$ cat config.mk
export PLATFORM = sky130hd
export DESIGN_NAME = lroc_cell
export DESIGN_NICKNAME = d
export VERILOG_FILES = /design/src/hdl/lroc_pkg.sv /design/src/hdl/lroc_cell.sv
export SDC_FILE = /design/constraint.sdc
export NUM_CORES = 1
export LEC_CHECK = 0
export BUFFER_PORTS_ARGS = -buffer_cell sky130_fd_sc_hd__buf_2
export CAP_MARGIN = 20
export CORE_MARGIN = 1
export CORE_UTILIZATION = 37
export DETAILED_ROUTE_END_ITERATION = 10
export HOLD_SLACK_MARGIN = 0.08
export PLACE_DENSITY = 0.84
export SYNTH_ARGS = -nofsm -noshare
export SYNTH_HDL_FRONTEND = slang
export SYNTH_SLANG_ARGS = --single-unit
$ cat constraint.sdc
create_clock -name clk -period 1.45 [get_ports clk]
set_input_delay 0.0725 -clock clk [delete_from_list [all_inputs] [get_ports clk]]
set_output_delay 0.0725 -clock clk [all_outputs]
set_load 0.01 [all_outputs]
$ cat src/hdl/lroc_pkg.sv
`timescale 1ns / 1ps
// ----------------------------------------------------------------------------
// lroc_pkg: shared types and codes of the lock rank order checker
// Event and result payloads, action and status codes, cell control structs.
// ----------------------------------------------------------------------------
package lroc_pkg;

  localparam int RANK_W  = 8;
  localparam int DEPTH_W = 4;

  typedef enum logic [1:0] {
    ACT_ACQUIRE = 2'd0,
    ACT_RELEASE = 2'd1,
    ACT_TRY     = 2'd2
  } lroc_action_t;

  typedef enum logic [2:0] {
    ST_OK        = 3'd0,
    ST_RANK_VIOL = 3'd1,
    ST_NEST_OVF  = 3'd2,
    ST_TRY_BUSY  = 3'd3,
    ST_TRY_RANK  = 3'd4
  } lroc_status_t;

  typedef struct packed {
    logic [1:0]        action;
    logic [RANK_W-1:0] rank;
    logic              lock_busy;
  } lroc_event_t;

  typedef struct packed {
    lroc_status_t       status;
    logic [DEPTH_W-1:0] depth;
    logic [RANK_W-1:0]  top_rank;
  } lroc_result_t;

  // Broadcast to every cell
  typedef struct packed {
    logic [RANK_W-1:0] rank;
    logic              push;
    logic              compact;
  } lroc_bcast_t;

  // Per-cell position decode against the held count
  typedef struct packed {
    logic is_slot;       // cell is the next free entry
    logic is_below_top;  // cell is held and not the top
    logic is_next_top;   // cell sits just below the top
  } lroc_cell_sel_t;

endpackage

$ cat src/hdl/lroc_cell.sv
`timescale 1ns / 1ps
// ----------------------------------------------------------------------------
// lroc_cell: one entry of the rank stack
// Holds one rank, takes a push or its upper neighbour's rank on compaction,
// and forwards the match and next-top chains downward.
// ----------------------------------------------------------------------------
module lroc_cell (
  input  logic                            clk,
  input  lroc_pkg::lroc_bcast_t           bcast,
  input  lroc_pkg::lroc_cell_sel_t        sel,
  input  logic [lroc_pkg::RANK_W-1:0]     up_data_i,
  input  logic                            match_above_i,
  output logic                            match_above_o,
  input  logic [lroc_pkg::RANK_W-1:0]     next_top_i,
  output logic [lroc_pkg::RANK_W-1:0]     next_top_o,
  output logic [lroc_pkg::RANK_W-1:0]     data_o
);

  logic [lroc_pkg::RANK_W-1:0] data_r;
  logic [lroc_pkg::RANK_W-1:0] data_nxt;
  logic                        match;
  logic                        shift;

  assign match         = sel.is_below_top && (data_r == bcast.rank);
  assign match_above_o = match_above_i | match;
  // at or above the uppermost match, below the top
  assign shift         = bcast.compact && sel.is_below_top && !match_above_i;
  assign next_top_o    = next_top_i | (sel.is_next_top ? data_r : '0);
  assign data_o        = data_r;

  always_comb begin
    priority if (bcast.push && sel.is_slot) begin
      data_nxt = bcast.rank;
    end else if (shift) begin
      data_nxt = up_data_i;
    end else begin
      data_nxt = data_r;
    end
  end

  always_ff @(posedge clk) begin
    data_r <= data_nxt;
  end

endmodule
-- Word-level counts from Yosys, hierarchy flattened
Index checks and enable logic that the tools add are counted.
Widths: inputs -> output; s select.
- word-level logic and storage cells: 13
- register bits after elaboration: 8
- input bits: 31
- output and inout bits: 17
- multiplexer cells: 3
- eq/ne operators: 1
- bitwise gates (word level): 2
- reductions and logical operators: 6
- operators by type and width (operator ; number):
    $mux 8 ; 3
    $eq 8x8->1 ; 1
    $or 8x8->8 ; 1
    $logic_and 1x1->1 ; 4
    $reduce_bool 2->1 ; 1
    $logic_not 1->1 ; 1
    $or 1x1->1 ; 1

-- Logic depth before layout (Yosys ltp)
Gate-level depths: netlist of the first run.
- word-level depth: 4
- mapped depth: 3
- gate-level depth less buffers: 3

-- Worst setup path after synthesis of the first run
OpenSTA, ideal clock, no wires.
- path type: register -> output
- start: register data_r (netlist bit data_o[6])
- end: output match_above_o
- data arrival time: 1104 ps
- data required time: 1378 ps
- path buffers: 0
- stages on the path, launching flop included: 4
- slack: 273 ps
- cell sequence: edfxtp_1 xor2_1 nor4_1 a41o_1
- cells in the longest elaborated chain, start to end: 3
- ends and longest elaborated chain (item ; RTL line ; text):
    start: declaration ; lroc_cell.sv:19 ; logic [lroc_pkg::RANK_W-1:0] data_r;
    start signal: assignment ; lroc_cell.sv:42 ; data_r <= data_nxt;
    $eq 8x8->1 ; lroc_cell.sv:24 ; assign match = sel.is_below_top && (data_r == bcast.rank);
    $logic_and 1x1->1 ; lroc_cell.sv:24 ;
    $or 1x1->1 ; lroc_cell.sv:25 ; assign match_above_o = match_above_i | match;
    end: declaration ; lroc_cell.sv:13 ; output logic match_above_o,
No other way between the ends.

-- Worst setup path in the final report of the first run
- start: register data_r (netlist bit data_o[7])
- end: output match_above_o
Same word-level chain as after synthesis.

==> qor.tcl, run 1 <==
set qor(failed_checks) {setup timing}
set qor(tightestPinTransition_ns) 0.345
set qor(synth_top_area_share_pct) 47.8
set qor(critPathKind) {reg2out}
set qor(status) {complete, but fails checks}
set qor(ys_ff_latch) 8
set qor(postSynthCellCount) 39
set qor(rsz0062_at_grt) {yes}
set qor(grtUsageMet2_pct) 29.6
set qor(timing.critical_path.from_type) {register}
set qor(yosys-top-cells-area) {edfxtp_1 48%, mux2_2 18%, xor2_1 12%, a21o_1 12%, a41o_1 2.0%}
set qor(timing.critical_path.fanout_max) 3
set qor(critical_path_arrival_ns) 1.46
set qor(worstSetupPathDepth) 4
set qor(chipWidth_um) 38.9
set qor(worstPathRequired_ns) 1.38
set qor(met1_usage_grt_pct) 21.9
set qor(fmax_mhz) 654
set qor(die_h_um) 38.9
set qor(post-route-util_pct) 67.1
set qor(cts_max_path_buffers) 2
set qor(critical-path-top-delay-family) {flip-flops}
set qor(slowest_delay_ns) 0.42
set qor(grt_pass1_vias) 400
set qor(max-vdd-ir-drop_v) 0.000562
set qor(max_capacitance_violation_count) 0
set qor(vias) 495
set qor(end_kind) {output pin}
set qor(drc) 0
set qor(routed_via_density) 4.76
set qor(final-hold-violation-count) 0
set qor(clock-sinks) 8
set qor(slew-limit-headroom_pct) 76.9
set qor(wirelength_um) 1260
set qor(hold_path_cell_cnt) 2
set qor(post_synth_num_cell_types) 12
set qor(grt_antenna_before_repair) 0
set qor(cellPowerDensity_mw_per_mm2) 844
set qor(pin_count) 48
set qor(final_cells) 104
set qor(cp.buffers_inverters) 1
set qor(grt_start_max_net_pins) 10
set qor(synth_nets) 70
set qor(setup_viol) 1
set qor(layout.cells.most_common) {buf_2}
set qor(critical_path.slowest_cell) {edfxtp_1}
set qor(synthesized_area_divided_by_synthesized_cell_count_um2) 12.9
set qor(cts_tree) {done}
set qor(placedCellCount) 99
set qor(critical_path.cell_chain) {xor2_1 -> nor4_2 -> a41o_1 -> buf_2}
set qor(globalRoute.busiestLayer) {met2}
set qor(route.antenna.remaining_nets) 0
set qor(fin_crit_ns) 1.53
set qor(clock_tree.htree_level_count) 1
set qor(cts_hold_buffers) 0
set qor(grt_use_met3_pct) 6.94
set qor(yosysSeqAreaShare_pct) 47.8
set qor(gr-usage-all-layers_pct) 18.8
set qor(layout_setup_ws_ns) -0.0798
set qor(gr-total-overflow) 0
set qor(timing_max_transition_violations_final) 0
set qor(design_area_um2) 796
set qor(multi_input_area_um2) 265
set qor(fp-row-count) 12
set qor(layout-drive-gt1-share_pct) 68.9
set qor(cts-buffers-inserted) 3
set qor(pre_cts_ws_ns) 0.165
set qor(clockRootBuffer) {clkbuf_4}
set qor(diodes) 0
set qor(fillerInstances) 96
set qor(seqCellArea_um2) 240
set qor(io_buffers) 47
set qor(final_cell_mix) {47 x buf_2, 8 x mux2_2, 8 x a21o_1, 8 x edfxtp_1, 7 x xor2_1}
set qor(synth_largest_area_cell) {edfxtp_1}
set qor(total_leakage_power_nw) 0.411
set qor(clk_pin_slew_ns) 0.05
set qor(detail_route.first_pass.iterations) 2
set qor(grt_first_pass_wirelength_um) 1740
set qor(first_iter_violations) 10
set qor(area_delta_synth_final_pct) 58.2
set qor(routabilityCongestion) 0.624
set qor(initial_core_util_pct) 42.4
set qor(route.detailed.wl_per_inst_um) 12.1
set qor(floorplan.core_area_mm2) 0.00119
set qor(final.period_utilization_pct) 106
set qor(yosysWarnings) 0
set qor(synth.cell_area_um2) 503
set qor(number_of_flip_flops_in_the_largest_register) 8
set qor(min_path_type) {in2reg}
set qor(detailed_place.area_um2) 752
set qor(totalNegativeSetupSlack_ns) -0.0798
set qor(total_die_area_mm2) 0.00151
set qor(nets) 123
==> area by class of cell <==
cell class	instances	share of cell area, %
repair buffers	49	31.4
multi-input cells	30	33.3
flip-flops and latches	8	30.2
clock buffers	3	2.83
well taps	14	2.20
==> kinds of logic (layout without fill, tap and decap cells) <==
| family | Yosys count | after routing | share of synthesized area (%) |
|---|---|---|---|
| AO/OA/AOI/OAI | 9 | 9 | 13.9 |
| XOR/XNOR | 8 | 8 | 13.9 |
| multiplexers | 8 | 8 | 17.9 |
| flip-flops | 8 | 8 | 47.8 |
| AND/OR/NAND/NOR | 5 | 5 | 5.72 |
| buffers and inverters | 1 | 52 | 0.746 |
==> what timing repair did <==
action	CTS	global route
pin swaps	3	2
gates resized for setup	0	1
endpoints found under the setup margin	1	1
setup buffers	2	0
==> Yosys cell counts <==
| master | number |
|---|---|
| edfxtp_1 | 8 |
| xnor2_1 | 1 |
| xor2_1 | 7 |
| a41o_1 | 1 |
| nor3_1 | 1 |
| clkbuf_1 | 1 |
| nand2_1 | 1 |
| mux2_2 | 8 |
| nand2_2 | 1 |
| nand3b_1 | 1 |
| nor4_1 | 1 |
| a21o_1 | 8 |
==> metal layers <==
layer  part of all wire (%)  up-vias
li1                       -      251
met1                     42      210
met2                     49       32
met3                    7.7        2
met4                   0.87        0
met5                      0        -
==> power breakdown <==
| group | switching [mW] | internal, mW |
|---|---|---|
| Combinational | 0.0907 | 0.107 |
| Sequential | 0.0188 | 0.285 |
| Clock | 0.0755 | 0.0947 |
| Total | 0.185 | 0.487 |
==> final timing paths <==
path                     start       endpoint
setup / recovery     data_o[7]  match_above_o
hold / removal    up_data_i[4]      data_o[4]
==> per-stage QoR <==
stage / total power, mW / hold WS, ns
after global placement: 0.491 / 0.373
after detailed placement: 0.495 / 0.381
after floorplan: 0.400 / 0.247
final: 0.672 / 0.117
after global routing: 0.706 / 0.112
after CTS: 0.680 / 0.109
Note: power is estimated with default switching activity, not from simulation.
==> run 2, diff against run 1 <==
Settings changed: CORE_UTILIZATION 37 to 34, PLACE_DENSITY 0.84 to 0.79.
Clock period 1.45 ns to 1.6 ns, I/O delays scaled along.
==> run 2 against run 1 <==
Effect of this change: the flow now finishes without violations; combinational power is 13% lower; count of clock-buffer cells in the layout stayed put; worst hold slack better by 0.0066 ns; cell area is 1.6% lower; via count is 1.6% higher; sequential power is 9.2% lower; clock power is 4% lower; sequential share of layout area is 0.48 points higher; total power is 9.3% lower; setup slack better by 0.16 ns; largest power group unchanged; highest routed layer unchanged.
==> qor.tcl, run 2 (synthesis gave the netlist of run 1 again) <==
set qor(totalNegativeSetupSlack_ns) 0
set qor(pwr-share-seq_pct) 45.3
set qor(setup_viol) 0
set qor(max-vdd-ir-drop_v) 0.000470
set qor(slew-limit-headroom_pct) 76.5
set qor(total_leakage_power_nw) 0.406
set qor(fillerInstances) 120
set qor(critical_path.cell_chain) {xor2_1 -> nor4_1 -> a41o_1 -> buf_2}
set qor(nets) 122
set qor(grt_pass1_vias) 414
set qor(cellPowerDensity_mw_per_mm2) 778
set qor(grt_start_max_net_pins) 10
set qor(netSwitchingPower_uw) 172
set qor(max_capacitance_violation_count) 0
set qor(initial_core_util_pct) 37.7
set qor(final.period_utilization_pct) 95.3
set qor(routed_via_density) 4.84
set qor(first_iter_violations) 3
set qor(end_kind) {output pin}
set qor(cts-buffers-inserted) 3
set qor(clock_tree.htree_level_count) 1
set qor(diodes) 0
set qor(slowest_delay_ns) 0.41
set qor(vias) 503
set qor(timing.critical_path.from_type) {register}
set qor(share_comb_of_total_power_pct) 28.0
set qor(number_of_flip_flops_in_the_largest_register) 8
set qor(critical_path_arrival_ns) 1.44
set qor(pre_cts_ws_ns) 0.321
set qor(intPower_uw) 437
set qor(cts_tree) {done}
set qor(post-route-util_pct) 58.7
set qor(cts_max_path_buffers) 2
set qor(final-hold-violation-count) 0
set qor(fp-row-count) 13
set qor(route.detailed.wl_per_inst_um) 12.2
set qor(multi_input_area_um2) 259
set qor(fmax_mhz) 656
set qor(total_die_area_mm2) 0.00164
set qor(die_h_um) 40.5
set qor(drc) 0
set qor(pin_count) 48
set qor(grt_first_pass_wirelength_um) 1750
set qor(power_switching_share_pct) 28.2
set qor(clock-sinks) 8
set qor(critical_path.slowest_cell) {edfxtp_1}
set qor(layout-drive-gt1-share_pct) 67.4
set qor(final_cell_mix) {47 x buf_2, 8 x mux2_2, 8 x a21o_1, 8 x edfxtp_1, 7 x xor2_1}
set qor(timing.critical_path.fanout_max) 3
set qor(floorplan.core_area_mm2) 0.00133
set qor(gr-usage-all-layers_pct) 17.8
set qor(io_buffers) 47
set qor(cp.buffers_inverters) 1
set qor(layout.cells.most_common) {buf_2}
set qor(route.antenna.remaining_nets) 0
set qor(clk_pin_slew_ns) 0.06
set qor(layout_setup_ws_ns) 0.0760
set qor(fin_crit_ns) 1.52
set qor(gr-total-overflow) 0
set qor(hold_ws_ns) 0.124
set qor(wirelength_um) 1270
set qor(routabilityCongestion) 0.724
set qor(worstPathRequired_ns) 1.52
set qor(rsz0062_at_grt) {yes}
set qor(seqCellArea_um2) 240
set qor(clockRootBuffer) {clkbuf_4}
set qor(detail_route.first_pass.iterations) 2
set qor(min_path_type) {in2reg}
set qor(tightestPinTransition_ns) 0.351
set qor(area_delta_synth_final_pct) 55.7
set qor(critical-path-top-delay-family) {flip-flops}
set qor(timing_max_transition_violations_final) 0
set qor(chipWidth_um) 40.5
set qor(grt_antenna_before_repair) 0
set qor(critPathKind) {reg2out}
set qor(clock_power_share_pct) 26.7
set qor(status) {finished clean}
set qor(cts_hold_buffers) 0
==> run 2: per-layer routing <==
layer | GRT usage [%] | up-vias | wire length [µm]
li1 | - | 249 | -
met1 | 19.5 | 224 | 533
met2 | 28.2 | 26 | 605
met3 | 3.33 | 4 | 94
met4 | 17.5 | 0 | 38
met5 | 0 | - | 0
==> run 2: timing repair <==
action	4_1_cts	5_1_grt
endpoints found under the setup margin	0	1
buffers inserted	0	1
gates resized for setup	0	0
==> run 2: power by group through the flow <==
stage	Sequential [mW]	Clock, mW	Combinational [mW]
6_report	0.276	0.163	0.171
5_1_grt	0.279	0.174	0.188
4_1_cts	0.276	0.167	0.170
3_5_place_dp	0.281	0	0.169
3_3_place_gp	0.279	0	0.166
2_1_floorplan	0.290	0	0.0729
==> run 2: final timing paths <==
check | slack [ns] | from | to | cells past startpoint
worst min-delay path | 0.12 | up_data_i[5] | data_o[5] | 2
worst max-delay path | 0.08 | data_o[7] | match_above_o | 4
==> run 2: cell type report <==
cell class              instances  share of cell area [%]
well taps                      15                    2.40
clock buffers                   3                    2.88
flip-flops and latches          8                    30.7
multi-input cells              30                    33.1
repair buffers                 48                    31.0
==> run 2: metrics by stage <==
stage,instances,power (mW),cell area (µm²)
final,104,0.609,783
after detailed placement,100,0.450,753
after CTS,103,0.613,776
after floorplan,39,0.363,503
after global routing,104,0.641,783
after global placement,100,0.445,753
==> run 3, diff against run 2 <==
Settings changed: CORE_UTILIZATION 34 to 30, PLACE_DENSITY 0.79 to 0.71.
Clock period 1.6 ns to 1.9 ns, I/O delays scaled along.
==> run 3 against run 2 <==
Effect of this change: first-iteration DRC count is 33% higher; worst hold slack better by 0.022 ns; wire length is 2.0% lower; cell area is 0.80% lower; sequential power is 16% lower; critical path depth stayed put; clock power is 21% lower; sequential cell count stayed put; core utilization is 8.3 points lower; critical path type unchanged; largest cell class unchanged.
==> qor.tcl, run 3 (synthesis gave the netlist of run 1 again) <==
set qor(slowest_delay_ns) 0.42
set qor(fp-row-count) 14
set qor(critical_path.cell_chain) {xor2_1 -> nor4_1 -> a41o_1 -> buf_2}
set qor(grt_start_max_net_pins) 10
set qor(number_of_flip_flops_in_the_largest_register) 8
set qor(grt_pass1_vias) 466
set qor(layout-drive-gt1-share_pct) 67.0
set qor(critPathKind) {reg2out}
set qor(clock_power_share_pct) 25.6
set qor(met1_usage_grt_pct) 18.9
set qor(area_delta_synth_final_pct) 54.5
set qor(clock-sinks) 8
set qor(status) {finished clean}
set qor(final_cells) 104
set qor(slew-limit-headroom_pct) 76.1
set qor(fin_total_pwr_uw) 502
set qor(cts-buffers-inserted) 3
set qor(wirelength_um) 1250
set qor(fmax_mhz) 608
set qor(max_capacitance_violation_count) 0
set qor(vias) 495
set qor(die_h_um) 42.9
set qor(routabilityCongestion) 0.655
set qor(nets) 121
set qor(grt_use_met3_pct) 2.98
set qor(power_switching_share_pct) 27.2
set qor(diodes) 0
set qor(critical_path.slowest_cell) {edfxtp_1}
set qor(timing_max_transition_violations_final) 0
set qor(floorplan.core_area_mm2) 0.00154
set qor(io_buffers) 47
set qor(hpwlAfterDp_um) 1000
set qor(grt_antenna_before_repair) 0
set qor(timing.critical_path.fanout_max) 3
set qor(grt_first_pass_wirelength_um) 1980
set qor(worstPathRequired_ns) 1.80
set qor(cts_tree) {done}
set qor(detail_route.first_pass.iterations) 2
set qor(critical_path_arrival_ns) 1.55
set qor(gr-total-overflow) 0
set qor(first_iter_violations) 4
set qor(chipWidth_um) 42.9
set qor(min_path_type) {in2reg}
set qor(post-cts-setup-buffers) 0
set qor(netSwitchingPower_uw) 137
set qor(route.antenna.remaining_nets) 0
set qor(pin_count) 48
set qor(fin_crit_ns) 1.64
set qor(total_leakage_power_nw) 0.401
set qor(final_cell_mix) {47 x buf_2, 8 x mux2_2, 8 x a21o_1, 8 x edfxtp_1, 7 x xor2_1}
set qor(clock_tree.htree_level_count) 1
set qor(grtUsageMet2_pct) 22.7
set qor(cts.repair.resized) 0
set qor(max-vdd-ir-drop_v) 0.000354
set qor(route.detailed.wl_per_inst_um) 12.0
set qor(routed_via_density) 4.76
set qor(totalNegativeSetupSlack_ns) 0
set qor(layout.cells.most_common) {buf_2}
set qor(post-route-util_pct) 50.4
set qor(drc) 0
set qor(tightestPinTransition_ns) 0.355
set qor(clockRootBuffer) {clkbuf_4}
set qor(pwr-share-seq_pct) 46.5
set qor(final.period_utilization_pct) 86.5
set qor(cellPowerDensity_mw_per_mm2) 647
set qor(cts_max_path_buffers) 2
set qor(clk_pin_slew_ns) 0.06
set qor(end_kind) {output pin}
set qor(final-hold-violation-count) 0
set qor(share_comb_of_total_power_pct) 28.0
set qor(gr-usage-all-layers_pct) 14.8
set qor(timing.critical_path.from_type) {register}
set qor(globalRoute.busiestLayer) {met2}
set qor(rsz0062_at_grt) {no}
set qor(initial_core_util_pct) 32.6
set qor(placedCellCount) 101
set qor(total_die_area_mm2) 0.00184
set qor(hold_path_cell_cnt) 2
set qor(intPower_uw) 366
set qor(cts_hold_buffers) 0
set qor(setup_viol) 0
-- run 3: metrics by stage --
stage | area (µm²) | hold WS, ns | setup slack [ns]
6_report | 777 | 0.146 | 0.256
5_1_grt | 777 | 0.156 | 0.195
4_1_cts | 777 | 0.142 | 0.279
3_5_place_dp | 754 | 0.402 | 0.561
3_3_place_gp | 754 | 0.399 | 0.572
2_1_floorplan | 503 | 0.292 | 0.701
-- run 3: layout make-up --
cell class,instances,area (µm²)
well taps,16,20.0
fillers,148,764
repair buffers,47,235
flip-flops and latches,8,240
multi-input cells,30,259
clock buffers,3,22.5
-- run 3: critical path: cells and delay by family, from the launching register on --
kind / cells / cell delay (ns)
AO/OA/AOI/OAI: 1 / 0.22
XOR/XNOR: 1 / 0.16
buffers and inverters: 1 / 0.12
flip-flops: 1 / 0.42
AND/OR/NAND/NOR: 1 / 0.38
-- run 3: power groups by stage --
stage | sequential, mW | clock (mW) | combinational, mW
detailed placement | 0.237 | 0 | 0.142
global route | 0.236 | 0.141 | 0.154
floorplan | 0.244 | 0 | 0.0614
CTS | 0.234 | 0.135 | 0.142
finish | 0.233 | 0.128 | 0.140
global placement | 0.236 | 0 | 0.141
-- run 3: layer usage --
layer	routed length, µm	up-vias	share of wire, %
li1	-	247	-
met1	509	216	41
met2	609	30	49
met3	108	2	8.7
met4	19	0	1.5
met5	0	-	0
-- run 3: path summary, 6_finish.rpt --
kind / startpoint / end / slack [ns]
setup / recovery: data_o[7] / match_above_o / 0.26
hold / removal: up_data_i[5] / data_o[5] / 0.15
